`config.mk`:
```
export PLATFORM = sky130hd
export DESIGN_NAME = spg_regs
export DESIGN_NICKNAME = d
export VERILOG_FILES = /design/src/hw/rtl/spg_pkg.sv /design/src/hw/rtl/spg_regs.sv
export SDC_FILE = /design/constraint.sdc
export NUM_CORES = 1
export LEC_CHECK = 0
export CORE_AREA = 3 3 40 42
export CTS_CLUSTER_DIAMETER = 120
export DETAILED_ROUTE_END_ITERATION = 16
export DIE_AREA = 0 0 43 45
export DONT_BUFFER_PORTS = 1
export SYNTH_ARGS = -nofsm -noshare
export SYNTH_HDL_FRONTEND = slang
export SYNTH_SLANG_ARGS = --single-unit
```
`constraint.sdc`:
```
create_clock -name aclk -period 1.93 [get_ports aclk]
set_input_delay 0.386 -clock aclk [delete_from_list [all_inputs] [get_ports aclk]]
set_output_delay 0.386 -clock aclk [all_outputs]
set_load 0.005 [all_outputs]
```
`src/hw/rtl/spg_pkg.sv`:
```
// ----------------------------------------------------------------------------
// spg_pkg
// Shared constants, register codes and types for the stereo pan gain block.
// ----------------------------------------------------------------------------
package spg_pkg;

    localparam int PAN_BITS_DEF  = 16;
    localparam int GAIN_BITS_DEF = 16;

    // APB register file
    localparam int ADDR_W = 3;
    localparam int DATA_W = 32;

    localparam logic REG_PAN_LAW = 1'b0;
    localparam logic REG_PAN_ALG = 1'b1;

    // pan_law codes
    localparam logic [1:0] LAW_0DB  = 2'd0;
    localparam logic [1:0] LAW_M3DB = 2'd1;
    localparam logic [1:0] LAW_M6DB = 2'd2;

    // pan_algorithm codes
    localparam logic [1:0] ALG_LINEAR = 2'd0;
    localparam logic [1:0] ALG_SQRT   = 2'd1;
    localparam logic [1:0] ALG_SINE   = 2'd2;

    // Q0.32 compensation factors (0.707945784, 0.501187234)
    localparam logic [31:0] COMP_M3DB = 32'd3040603990;
    localparam logic [31:0] COMP_M6DB = 32'd2152582779;

    // Odd Taylor terms of sin(x*pi/2), Q2.30, lowest order first
    localparam int SINE_TERMS = 6;
    localparam logic [31:0] SINE_COEF [SINE_TERMS] = '{
        32'd1686629713, 32'd693598668, 32'd85569306,
        32'd5026995,    32'd172272,    32'd3864
    };

    typedef struct packed {
        logic [1:0] law;
        logic [1:0] alg;
    } cfg_t;

endpackage

```
`src/hw/rtl/spg_regs.sv`:
```
// ----------------------------------------------------------------------------
// spg_regs
// APB register file: pan_law and pan_algorithm.
// ----------------------------------------------------------------------------
module spg_regs (
    input  logic                       aclk,
    input  logic                       aresetn,
    input  logic                       psel,
    input  logic                       penable,
    input  logic                       pwrite,
    input  logic [spg_pkg::ADDR_W-1:0] paddr,
    input  logic [spg_pkg::DATA_W-1:0] pwdata,
    output logic [spg_pkg::DATA_W-1:0] prdata,
    output logic                       pready,
    output spg_pkg::cfg_t              cfg
);
    import spg_pkg::*;

    cfg_t cfg_reg;
    logic wr_en;

    assign pready = 1'b1;
    assign wr_en  = psel && penable && pwrite;
    assign cfg    = cfg_reg;

    always_ff @(posedge aclk) begin
        if (!aresetn) begin
            cfg_reg.law <= LAW_0DB;
            cfg_reg.alg <= ALG_LINEAR;
        end else if (wr_en) begin
            unique case (paddr[2])
                REG_PAN_LAW: cfg_reg.law <= pwdata[1:0];
                REG_PAN_ALG: cfg_reg.alg <= pwdata[1:0];
                default: ;
            endcase
        end
    end

    always_comb begin
        prdata = '0;
        unique case (paddr[2])
            REG_PAN_LAW: prdata[1:0] = cfg_reg.law;
            REG_PAN_ALG: prdata[1:0] = cfg_reg.alg;
            default: prdata = '0;
        endcase
    end

endmodule

```
# ---- After elaboration in Yosys (flattened, before gate mapping)
# Index checks and enable logic that the tools add are counted.
# Widths: inputs -> output; s select.
dict set report classes {
  addsub 0
  multipliers 0
  div 0
  n_lt_le_gt_ge 0
  n_eq_ne 0
  shifts 0
  muxes 1
  bitwise 1
  reduce_logical 4
}
# op n
set ops {}
lappend ops {{$pmux 2 s2} 1}
lappend ops {{$reduce_and 2->1} 2}
lappend ops {{$logic_and 1x1->1} 2}
lappend ops {{$not 1->1} 1}
dict set report word_totals {
  regBits 4
  latchBits 0
  mem_bits_rw 0
  rom_bits 0
  in_bits 40
  output_inout_bits 37
  word_cells 8
  memories 0
}

# ---- Depth between registers and ports, before layout
# Gate-level depths: netlist of the first run.
dict set report logic_depth {
  ltp_word 3
  mapped_depth 2
  mapped_depth_nobuf 2
}

# ---- Worst setup path after synthesis of the first run
# OpenSTA, ideal clock, no wires.
dict set report synth_path {
  path_kind {in2out}
  from {in paddr[2] (netlist bit)}
  to {out prdata[0] (netlist bit)}
  arrival_ns 0.700
  required_ns 1.544
  path_slack_ns 0.844
  stages 1
  path_buffers 0
  path_cell_list {mux2_2}
}
dict set report synth_via {
  elab_chain_cells 2
}
# item line_no
set synth_rtl {}
lappend synth_rtl {{start: declaration} spg_regs.sv:11} ;# input logic [spg_pkg::ADDR_W-1:0] paddr,
lappend synth_rtl {{$not 1->1} --}
lappend synth_rtl {{$pmux 2 s2 (*)} spg_regs.sv:41} ;# unique case (paddr[2])
lappend synth_rtl {{end: declaration} spg_regs.sv:13} ;# output logic [spg_pkg::DATA_W-1:0] prdata,
# Every way passes the cells marked *; elsewhere a longest branch is shown, timed or not.

# ---- Worst setup path in the final report of the first run
dict set report layout_path {
  from {reg cfg_reg, in the netlist cfg[1]}
  to {out prdata[1] (netlist bit)}
}
dict set report layout_via {
  elab_chain_cells 1
}
# item line_no
set layout_rtl {}
lappend layout_rtl {{start: declaration} spg_regs.sv:19} ;# cfg_t cfg_reg;
lappend layout_rtl {{$pmux 2 s2} spg_regs.sv:41}
# Every way passes these cells.

==> results list, run 1 <==
- Maximum number of pins on one net before global-route repair: 7
- The highest metal layer carrying signal wires in the routed design is met3.
- For this run, the register share of the synthesized area comes to between 15 and 20%.
- The initialized floorplan defines 13 standard-cell rows.
* CP Cell Sequence: mux2_2
- Maximum vdd ir drop: approximately 0.21 mV
* Initial antenna violation count: 0
- STA classifies the critical path startpoint as a flip-flop.
* Final Hold Fails: 0
- Setup violations remaining at the end of the flow were counted as 0.
- Root buffer selected by CTS: clkbuf_4
* Antenna diodes: 0
* Worst-case clock skew: 0 ns
- Detailed placement ended at an HPWL of approximately 600 microns.
- # nets final: between 90 and 100
- Vias after detailed routing: 221
- Power Total: ~0.00021 W
- Cell count of the worst reg-to-reg path: 2
* Slowest cell on the critical path: dfxtp_1
- The mapped netlist covers roughly 440 sq um.
- For flop-to-flop paths, the worst setup slack is roughly 1.3 ns.
- Category of the worst setup path capture point: primary output
- TritonCTS built the clock tree.
- Mapped Avg Cell Area: slightly below 9 sq um
- Gr usage total: approximately 6%
- Final weighted congestion in routability-driven placement: between 0.7 and 0.8
* Area enclosed by the die boundary: ~1900 sq um
- In this run the number of cells on the critical path is 1.
- In this run the static leakage power is between 0.2 and 0.25 nW.
* # Post-CTS Setup Buffers: 0
* Fin Setup TNS: 0 ns
- Core utilization of the finished layout: between 20 and 30%
* Destination of the worst register-to-register timing path: cfg[1]
- In this run the number of H-tree levels came out at 1.
- Number of synthesized register bits: 4
- Cell family contributing the most delay on the critical path: flip-flops
* Number of max-slew violations in the final report: 0
* Unique cell type count in the Yosys netlist: 8
- Critical path buffers and inverters: 0
* Fraction of the cycle the final worst path needs: 64.0%
- Clock sink total: 4
* Worst Setup Slack, final: between 0.6 and 0.7 ns
* Type of the setup path with the least slack: reg2out
- CTS hold repair buffers: 0
- The via count of the first global-routing pass was 170.
- Power density cells: slightly below 600 nW/um^2
* Pre-CTS setup slack: between 0.8 and 0.9 ns
- Starting utilization of the core area: 34.4%
* DR vias/cell: ~3.3
- For this run the aggregate overflow at the end of global routing stands at 0.
- The detailed router put a total of around 150 microns of wire on met1.
* Insertion delay of the later-clocked pin in the worst-skew pair: between 0.2 and 0.25 ns
- Maximum operating frequency: 809 MHz
* Critical register-to-register path startpoint: cfg[1]
- Setup repair after global routing left no endpoint under its margin.
- Worst setup path endpoint: prdata[1]
- In this run the horizontal extent of the chip is approximately 43 microns.
* Cell count after synthesis: between 50 and 60
- Maximum cell stage delay along the critical path: around 0.33 ns
- Maximum fanout encountered on the critical timing path: 3
- Number of flip-flops in the largest register: 4
* Die height: roughly 45 microns
* Total met2 wirelength after detailed routing: about 390 microns
* Post-route ant nets: 0
* First-pass GRT wire length: roughly 760 microns
* Number of primary I/O pins: 77
- Post-CTS clock slew at the launch and capture registers of the worst setup and hold paths: roughly 0.04 ns
- Initial DRC Count: 0
- Layout cell share with drive strength beyond 1: 13.5%
- In the final routed layout, each cell accounts on average for slightly below 10 microns.
- Crit path time final: ~1.2 ns
* Origin of the worst setup path: cfg[1]
- Once the clock tree was built, the resizer swapped 0 gates to a different size.
* Result of the run: finished clean
* Detailed-route wire length: ~660 microns
* Required time worst endpoint: between 1.5 and 2 ns
- CORE AREA: around 1300 sq um
* Area growth from synthesis to final layout: -18.7%
- For the worst setup path, the data arrival time is around 0.85 ns.
* Number of clock buffers inserted by TritonCTS: 3
- Number of synthesis warnings: 0
* Number of buffers between clock root and the deepest sink: 2
- First-pass DRT Iterations: 1
- The tool flagged a number of max-cap violations equal to 0.
- Routed wire length on met3: 121 microns
* Post-detailed-route DRC marker count: 0
- WHS Path Cells: 2
- The path class of the tightest hold or removal check is in2reg.
* Port buffer count: 0
-- metrics by stage --
step	cells	instance area (sq um)	hold slack, ns
2_1_floorplan	80	551	0.464
3_3_place_gp	64	337	0.491
3_5_place_dp	64	337	0.497
4_1_cts	67	359	0.304
5_1_grt	67	359	0.313
6_report	67	359	0.309
-- power by group --
part	switching (W)	total (W)	internal, W
Clock	0.0000316	0.000101	0.0000694
Sequential	0.00000178	0.0000868	0.0000850
Combinational	0.0000177	0.0000234	0.00000568
-- logic make-up after synthesis --
| family | after synthesis | synth area share [%] |
|---|---|---|
| flops | 4 | 18.1 |
| buf+inv | 31 | 52.7 |
| simple gates | 8 | 13.3 |
| mux | 6 | 14.2 |
| other cells | 2 | 1.70 |
-- synth_stat cells --
cell | instances | area (sq um)
conb_1 | 2 | 7.51
dfxtp_1 | 4 | 80.1
nand2_1 | 6 | 22.5
mux2_2 | 2 | 22.5
mux2i_1 | 4 | 40.0
nand4_2 | 1 | 12.5
nand4b_4 | 1 | 23.8
buf_4 | 31 | 233
-- worst register-to-register path, stage by stage (launching register included) --
cell and delay (ns):
dfxtp_1 0.37, nand2_1 0.06, mux2i_1 0.13
-- placed cells by master, fill, tap and decap left out, drive strengths merged --
| cell | n |
|---|---|
| nand4 | 1 |
| dfxtp | 4 |
| mux2i | 4 |
| mux2 | 2 |
| nand2 | 6 |
| conb | 31 |
| clkbuf | 3 |
| nand4b | 1 |
-- layer usage --
layer	track usage, %	vias to the layer above
met5	0	-
met4	5.42	0
met3	3.98	0
met2	10.2	22
met1	4.58	98
li1	-	101
-- how the worst min path moves through the flow --
stage	start	endpoint	slack, ns
after floorplan	cfg[0]	cfg[0]	0.46
after global placement	cfg[2]	cfg[2]	0.49
after detailed placement	cfg[2]	cfg[2]	0.50
after CTS	aresetn	cfg[0]	0.30
after global routing	aresetn	cfg[1]	0.31
final	aresetn	cfg[0]	0.31
-- area by class of cell --
type | instances | area (sq um)
fillers | 155 | 926
multi-input cells | 45 | 238
flip-flops and latches | 4 | 80.1
clock buffers | 3 | 22.5
well taps | 15 | 18.8
Note: power is estimated with default switching activity, not from simulation.
==> run 2, diff against run 1 <==
==> constraint.sdc (replaced) <==
create_clock -name aclk -period 1 [get_ports aclk]
set_input_delay 0.2 -clock aclk [delete_from_list [all_inputs] [get_ports aclk]]
set_output_delay 0.2 -clock aclk [all_outputs]
set_load 0.005 [all_outputs]
==> run 2 against run 1 <==
Net effect: critical path depth unchanged; worst hold slack got worse by 0.19 ns; non-clock buffer count unchanged; the flow now finishes with violations (setup timing); final cell count unchanged; register-to-register slack got worse by 0.90 ns; power increased by 94%; largest cell class unchanged.
==> results list, run 2 (same netlist as run 1, synthesis figures left out) <==
- The die is between 40 and 50 microns wide.
* Number of flip-flops in the largest register: 4
* Cell count after placement: 64
- The initial utilization of the core area, before any placement, comes to approximately a third.
- Number of clock buffers inserted by TritonCTS: 3
- Unrepaired setup endpoints after global routing: true
- Setup slack on the worst reg-to-reg path comes out at approximately 0.39 ns.
* Required time worst endpoint: ~0.80 ns
- Maximum operating frequency: 966 MHz
- Final Non-Filler Cells: between 60 and 70
- From synthesis to final layout, the design area changed by -15.9%.
- Net switching power figure: about 0.00010 W
* Arrival time at the worst endpoint: 0.84 ns
* CORE AREA: around 1300 sq um
* Hold Crit Class: in2reg
* HPWL Detailed: between 600 and 700 microns
- STA classifies the critical path startpoint as a flip-flop.
- The worst register-to-register path begins at cfg[1].
- Entering global routing, the biggest net connects 7 pins.
* Layout cell share with drive strength beyond 1: 21.2%
- Insertion delay of the later-clocked pin in the worst-skew pair: about 0.23 ns
- Die height: roughly 45 microns
- CP Cell Sequence: mux2_4
* Final weighted congestion in routability-driven placement: between 0.7 and 0.8
- The first global-routing pass estimated just over 800 microns of wire.
* Routed wire length per instance: between 10 and 15 microns
* Filler cell count: between 150 and 200
- Slowest cell on the critical path: dfxtp_2
* # nets final: 94
- Hold Crit Start: aresetn
- Power spread over the standard cell area amounts to about 1100 nW/um^2.
- The analysis attributes to cell leakage a power of 0.230 nW.
- The worst-case IR drop observed on VDD is slightly below 0.4 mV.
- Leaving out fill and tap cells, the most frequent cell in the layout is conb_1.
- Post-detailed-route DRC marker count: 0
* Number of primary I/O pins: 77
- In the finished design, the share of the clock period the worst path needs comes to 104%.
* Cell family contributing the most delay on the critical path: flip-flops
- The clock network accounts for 47.6% of the total power.
* Maximum fanout encountered on the critical timing path: 3
- The final count of pins violating max slew came to 0.
* Type of the setup path with the least slack: reg2out
- Measured in cells, the most critical reg-to-reg path has a length of 2.
* Result of the run: complete, but fails checks
- Combinational logic is responsible for a little under an eighth of the overall power.
- Vias in the first global route: around 170
* Final-report setup violation count: 2
* First-pass DRT Iterations: 1
- Area enclosed by the die boundary: 1940 sq um
* Clock tree from TritonCTS: built
- Initial antenna violation count: 0
- On the final layout, the worst clock skew is 0 ns.
* Port buffer count: 0
- Across all layers, the routed design uses 227 vias.
- For this run, the total global-route usage over all layers was measured as under 10%.
* Critical path buffers and inverters: 0
* DR vias/cell: 3.39
- Summing all placed instances gives a cell area of 337 sq um.
* WHS Path Cells: 2
- In this run the deepest clock path goes through 2 buffers.
- The repair_antennas step left the layout with diodes totalling 0.
- Fraction of power spent switching nets: 24.3%
- Final Hold Fails: 0
- Hold EP: cfg[0]
- Cell row count: 13
- In the layout the commonest cells are conb_1, nand2_1, mux2i_1, dfxtp_2, clkbuf_4.
* Grt ovf: 0
- The finished cells cover ~370 sq um.
- Sequential fraction of design power: between 40% and 50%
- The final reports fail on setup timing.
* Post-CTS clock slew at the launch and capture registers of the worst setup and hold paths: approximately 0.040 ns
- Post-route ant nets: 0
* Initial DRC Count: 0
* Cell internal pwr: 0.000311 W
- CTS hold repair buffers: 0
- For this block, the routed nets add up to approximately 700 microns of wire.
* Category of the worst setup path capture point: primary output
- The worst register-to-register path ends at cfg[1].
- Maximum cell stage delay along the critical path: roughly 0.33 ns
- Max-cap violations: 0
- Root buffer selected by CTS: clkbuf_4
* Fin Setup TNS: -0.0605 ns
* Pre-CTS setup slack: around 0.19 ns
- CTS built an H-tree with a depth of 1.
- After clock tree synthesis, the setup repair step added 0 buffers.
- Clock sink total: 4
- Worst Setup Slack, final: -0.0351 ns
- Crit path time final: 1.04 ns
* Power Total: ~0.0004 W
[run 2: cell count changes in the layout (fill, tap and decap cells not counted)]
cell     previous run  this run
dfxtp_2             0         4
mux2_4              0         2
mux2_2              2         0
dfxtp_1             4         0
[run 2: repair_timing]
action / 4_1_cts / 5_1_grt
pin swaps: 0 / 0
gates resized for setup: 6 / 0
endpoints found under the setup margin: 2 / 2
[run 2: how the worst max path moves through the flow]
stage	depth (start not counted)	from	end	slack [ns]
2_1_floorplan	1	cfg[0]	prdata[0]	0.23
3_3_place_gp	1	cfg[0]	prdata[0]	0.19
3_5_place_dp	1	cfg[0]	prdata[0]	0.19
4_1_cts	1	cfg[3]	prdata[1]	-0.04
5_1_grt	1	cfg[3]	prdata[1]	-0.06
6_report	1	cfg[3]	prdata[1]	-0.04
[run 2: power groups by stage]
| stage | registers (W) | logic [W] | clock network, W |
|---|---|---|---|
| 2_1_floorplan | 0.000169 | 0.000129 | 0 |
| 3_3_place_gp | 0.000170 | 0.0000424 | 0 |
| 3_5_place_dp | 0.000170 | 0.0000427 | 0 |
| 4_1_cts | 0.000169 | 0.0000442 | 0.000208 |
| 5_1_grt | 0.000169 | 0.0000551 | 0.000213 |
| 6_report | 0.000169 | 0.0000467 | 0.000195 |
[run 2: layout make-up]
| class | count | area [sq um] | share of cell area (%) |
|---|---|---|---|
| Multi-Input combinational cell | 45 | 245 | 66.0 |
| Sequential cell | 4 | 85.1 | 22.9 |
| Clock buffer | 3 | 22.5 | 6.06 |
| Tap cell | 15 | 18.8 | 5.05 |
[run 2: stage by stage]
stage / hold WS [ns] / util, %
2_1_floorplan: 0.349 / -
3_3_place_gp: 0.356 / 26.2
6_report: 0.114 / 28.9
5_1_grt: 0.117 / 28.9
3_5_place_dp: 0.367 / 26.2
4_1_cts: 0.109 / 28.9
[run 2: routing by layer]
layer | track usage [%] | part of all wire (%) | routed length (microns)
met1 | 5.06 | 26 | 183
met3 | 4.38 | 18 | 122
met5 | 0 | 0 | 0
met2 | 10.5 | 56 | 390
met4 | 5.42 | 0 | 0
==> run 3, diff against run 2 <==
--- a/config.mk
+++ b/config.mk
@@ -5,10 +5,10 @@
 export SDC_FILE = /design/constraint.sdc
 export NUM_CORES = 1
 export LEC_CHECK = 0
-export CORE_AREA = 3 3 40 42
+export CORE_AREA = 10 10 47 49
 export CTS_CLUSTER_DIAMETER = 120
 export DETAILED_ROUTE_END_ITERATION = 16
-export DIE_AREA = 0 0 43 45
+export DIE_AREA = 0 0 57 59
 export DONT_BUFFER_PORTS = 1
 export SYNTH_ARGS = -nofsm -noshare
 export SYNTH_HDL_FRONTEND = slang
==> run 3 against run 2 <==
Net effect: the flow still finishes with violations (setup timing); sequential power barely moved; register-to-register slack got worse by 0.02 ns; critical path depth did not move; clock power rose by 6%; via count fell by 0.44%; wire length rose by 40%; worst setup slack got worse by 0.011 ns; sequential share of layout area fell by 0.077 points; global-route usage fell by 0.98 points; combinational power rose by 7.5%; core utilization fell by 2.3 points; cell area rose by 0.34%; critical path type unchanged.
==> results list, run 3 (same netlist as run 1, synthesis figures left out) <==
- The run finished, with violations left.
- The checks that failed: setup timing.
- Vias after detailed routing: roughly 230
- Category of the worst setup path capture point: primary output
* Cell count after placement: 65
- Power Total: around 0.00043 W
- Required time worst endpoint: around 0.80 ns
- Most used routing layer: met3
* GR Layer Usage met3: approximately 10%
- Post-detailed-route DRC marker count: 0
- Met2 track demand over resource: 6.67%
- Root buffer selected by CTS: clkbuf_4
* Number of flip-flops in the largest register: 4
* Hold Crit Class: in2reg
* Worst Setup Slack, final: -0.0460 ns
- Number of buffers between clock root and the deepest sink: 2
* Commonest cells after routing, fill and taps aside: conb_1, nand2_1, mux2i_1, dfxtp_2, clkbuf_4
- Antenna diodes: 0
* Critical register-to-register path startpoint: cfg[2]
- Maximum number of pins on one net before global-route repair: 7
- Buffers inserted during clock tree synthesis total 3.
* Port buffer count: 0
- GR met1 Demand/Resource: approximately 3.3%
* Most frequent standard cell in the layout excluding fill and tap cells: conb_1
- Maximum operating frequency: around 960 MHz
* Power density cells: roughly 1100 nW/um^2
- The critical path is of the reg2out type.
* CORE AREA: 1400 sq um
- LEAKAGE: around 0.23 nW
- Maximum vdd ir drop: ~0.47 mV
- The later pin in the worst-skew pair is clocked with a latency of approximately 0.24 ns.
- Crit path time final: about 1.0 ns
* Final Hold Fails: 0
- Across the run, the number of max-cap violations was 0.
- Die height: about 60 microns
- Setup repair after global routing could not meet its margin everywhere.
* # nets final: 94
- Origin of the worst setup path: cfg[2]
- Fraction of the cycle the final worst path needs: 105%
- DR vias/cell: ~3.3
* Starting utilization of the core area: a little under a third
- Summed over all layers, the global routing overflow is 0.
* Layout cell share with drive strength beyond 1: a little over a fifth
- The final count of pins violating max slew was 0.
* First-pass GRT wire length: ~1300 microns
- The largest single stage delay on the critical path is around 0.33 ns.
- Horizontal die dimension: roughly 57 microns
- Along the worst path, the maximum fanout reaches 3.
- Hold Crit Start: aresetn
- CP Cell Sequence: mux2_4
* Area enclosed by the die boundary: between 3000 and 4000 sq um
* Routed wire length per instance: ~14 microns
* First-pass DRT Iterations: 4
- Cell row count: 14
- Deepest level of the CTS H-tree: 1
- For this design, the slowest cell found on the critical path is dfxtp_2.
* Cell family contributing the most delay on the critical path: flip-flops
- For this block, the routed nets add up to just under 1000 microns of wire.
* Area growth from synthesis to final layout: -15.6%
* HPWL Detailed: 890 microns
- After clock tree synthesis, the clock-pin slew on the worst setup and hold paths is roughly 0.040 ns.
- Once the clock tree was built, the setup fixing pass inserted 0 buffers.
* Number of primary I/O pins: 77
- Cells fill approximately a quarter of the core in the end.
- Global routing consumed, over all layers together, 5.34% of the routing resources.
- CTS hold repair buffers: 0
- Arrival time at the worst endpoint: approximately 0.85 ns
- Post-route ant nets: 0
- Final weighted congestion in routability-driven placement: between 0.7 and 0.8
- Initial antenna violation count: 0
* Sort of element at the start of the critical path: flip-flop
- TritonCTS built the clock tree.
* Vias in the first global route: ~240
- Setup violations remaining at the end of the flow were counted as 2.
- Filler cell count: around 170
- Excluding fillers, the count of instances in the completed layout stands at 68.
* Pre-CTS setup slack: about 0.18 ns
- Critical path buffers and inverters: 0
- Initial DRC Count: 2
- Fin Setup TNS: -0.0886 ns
- Clock sink total: 4
- Between clock sinks in the finished design, the worst skew comes to 0 ns.
-- run 3: what timing repair did --
action                                  in CTS  in global routing
pin swaps                                    0                  0
resized for setup                            6                  0
endpoints found under the setup margin       2                  2
-- run 3: routing by layer --
| layer | part of all wire [%] | vias to the layer above | routed length (microns) |
|---|---|---|---|
| li1 | - | 101 | - |
| met1 | 24 | 92 | 234 |
| met2 | 45 | 33 | 439 |
| met3 | 31 | 0 | 301 |
| met4 | 0 | 0 | 0 |
| met5 | 0 | - | 0 |
-- run 3: final cells by class --
cell class,count,area (sq um),share of cell area [%]
clock buffer,3,22.5,6.04
multi-input combinational,45,245,65.8
sequential,4,85.1,22.8
tap,16,20.0,5.37
-- run 3: power breakdown --
group / leakage (nW) / total [W] / switching (W) / internal, W
Sequential: 0.0343 / 0.000168 / 0.00000387 / 0.000165
Clock: 0.0138 / 0.000207 / 0.0000728 / 0.000135
Combinational: 0.182 / 0.0000502 / 0.0000379 / 0.0000123
Total: 0.230 / 0.000426 / 0.000114 / 0.000312
-- run 3: path summary, 6_finish.rpt --
| kind | endpoint | cells after the start | slack [ns] |
|---|---|---|---|
| worst max register to register | cfg[2] | 2 | 0.37 |
| worst min-delay path | cfg[1] | 2 | 0.1 |
| worst min register to register | cfg[3] | 2 | 0.48 |
| worst max-delay path | prdata[0] | 1 | -0.05 |
-- run 3: through the flow --
step	cell area [sq um]	hold WS, ns
2_1_floorplan	551	0.349
3_3_place_gp	338	0.354
3_5_place_dp	338	0.362
4_1_cts	373	0.0995
5_1_grt	373	0.0940
6_report	373	0.0997
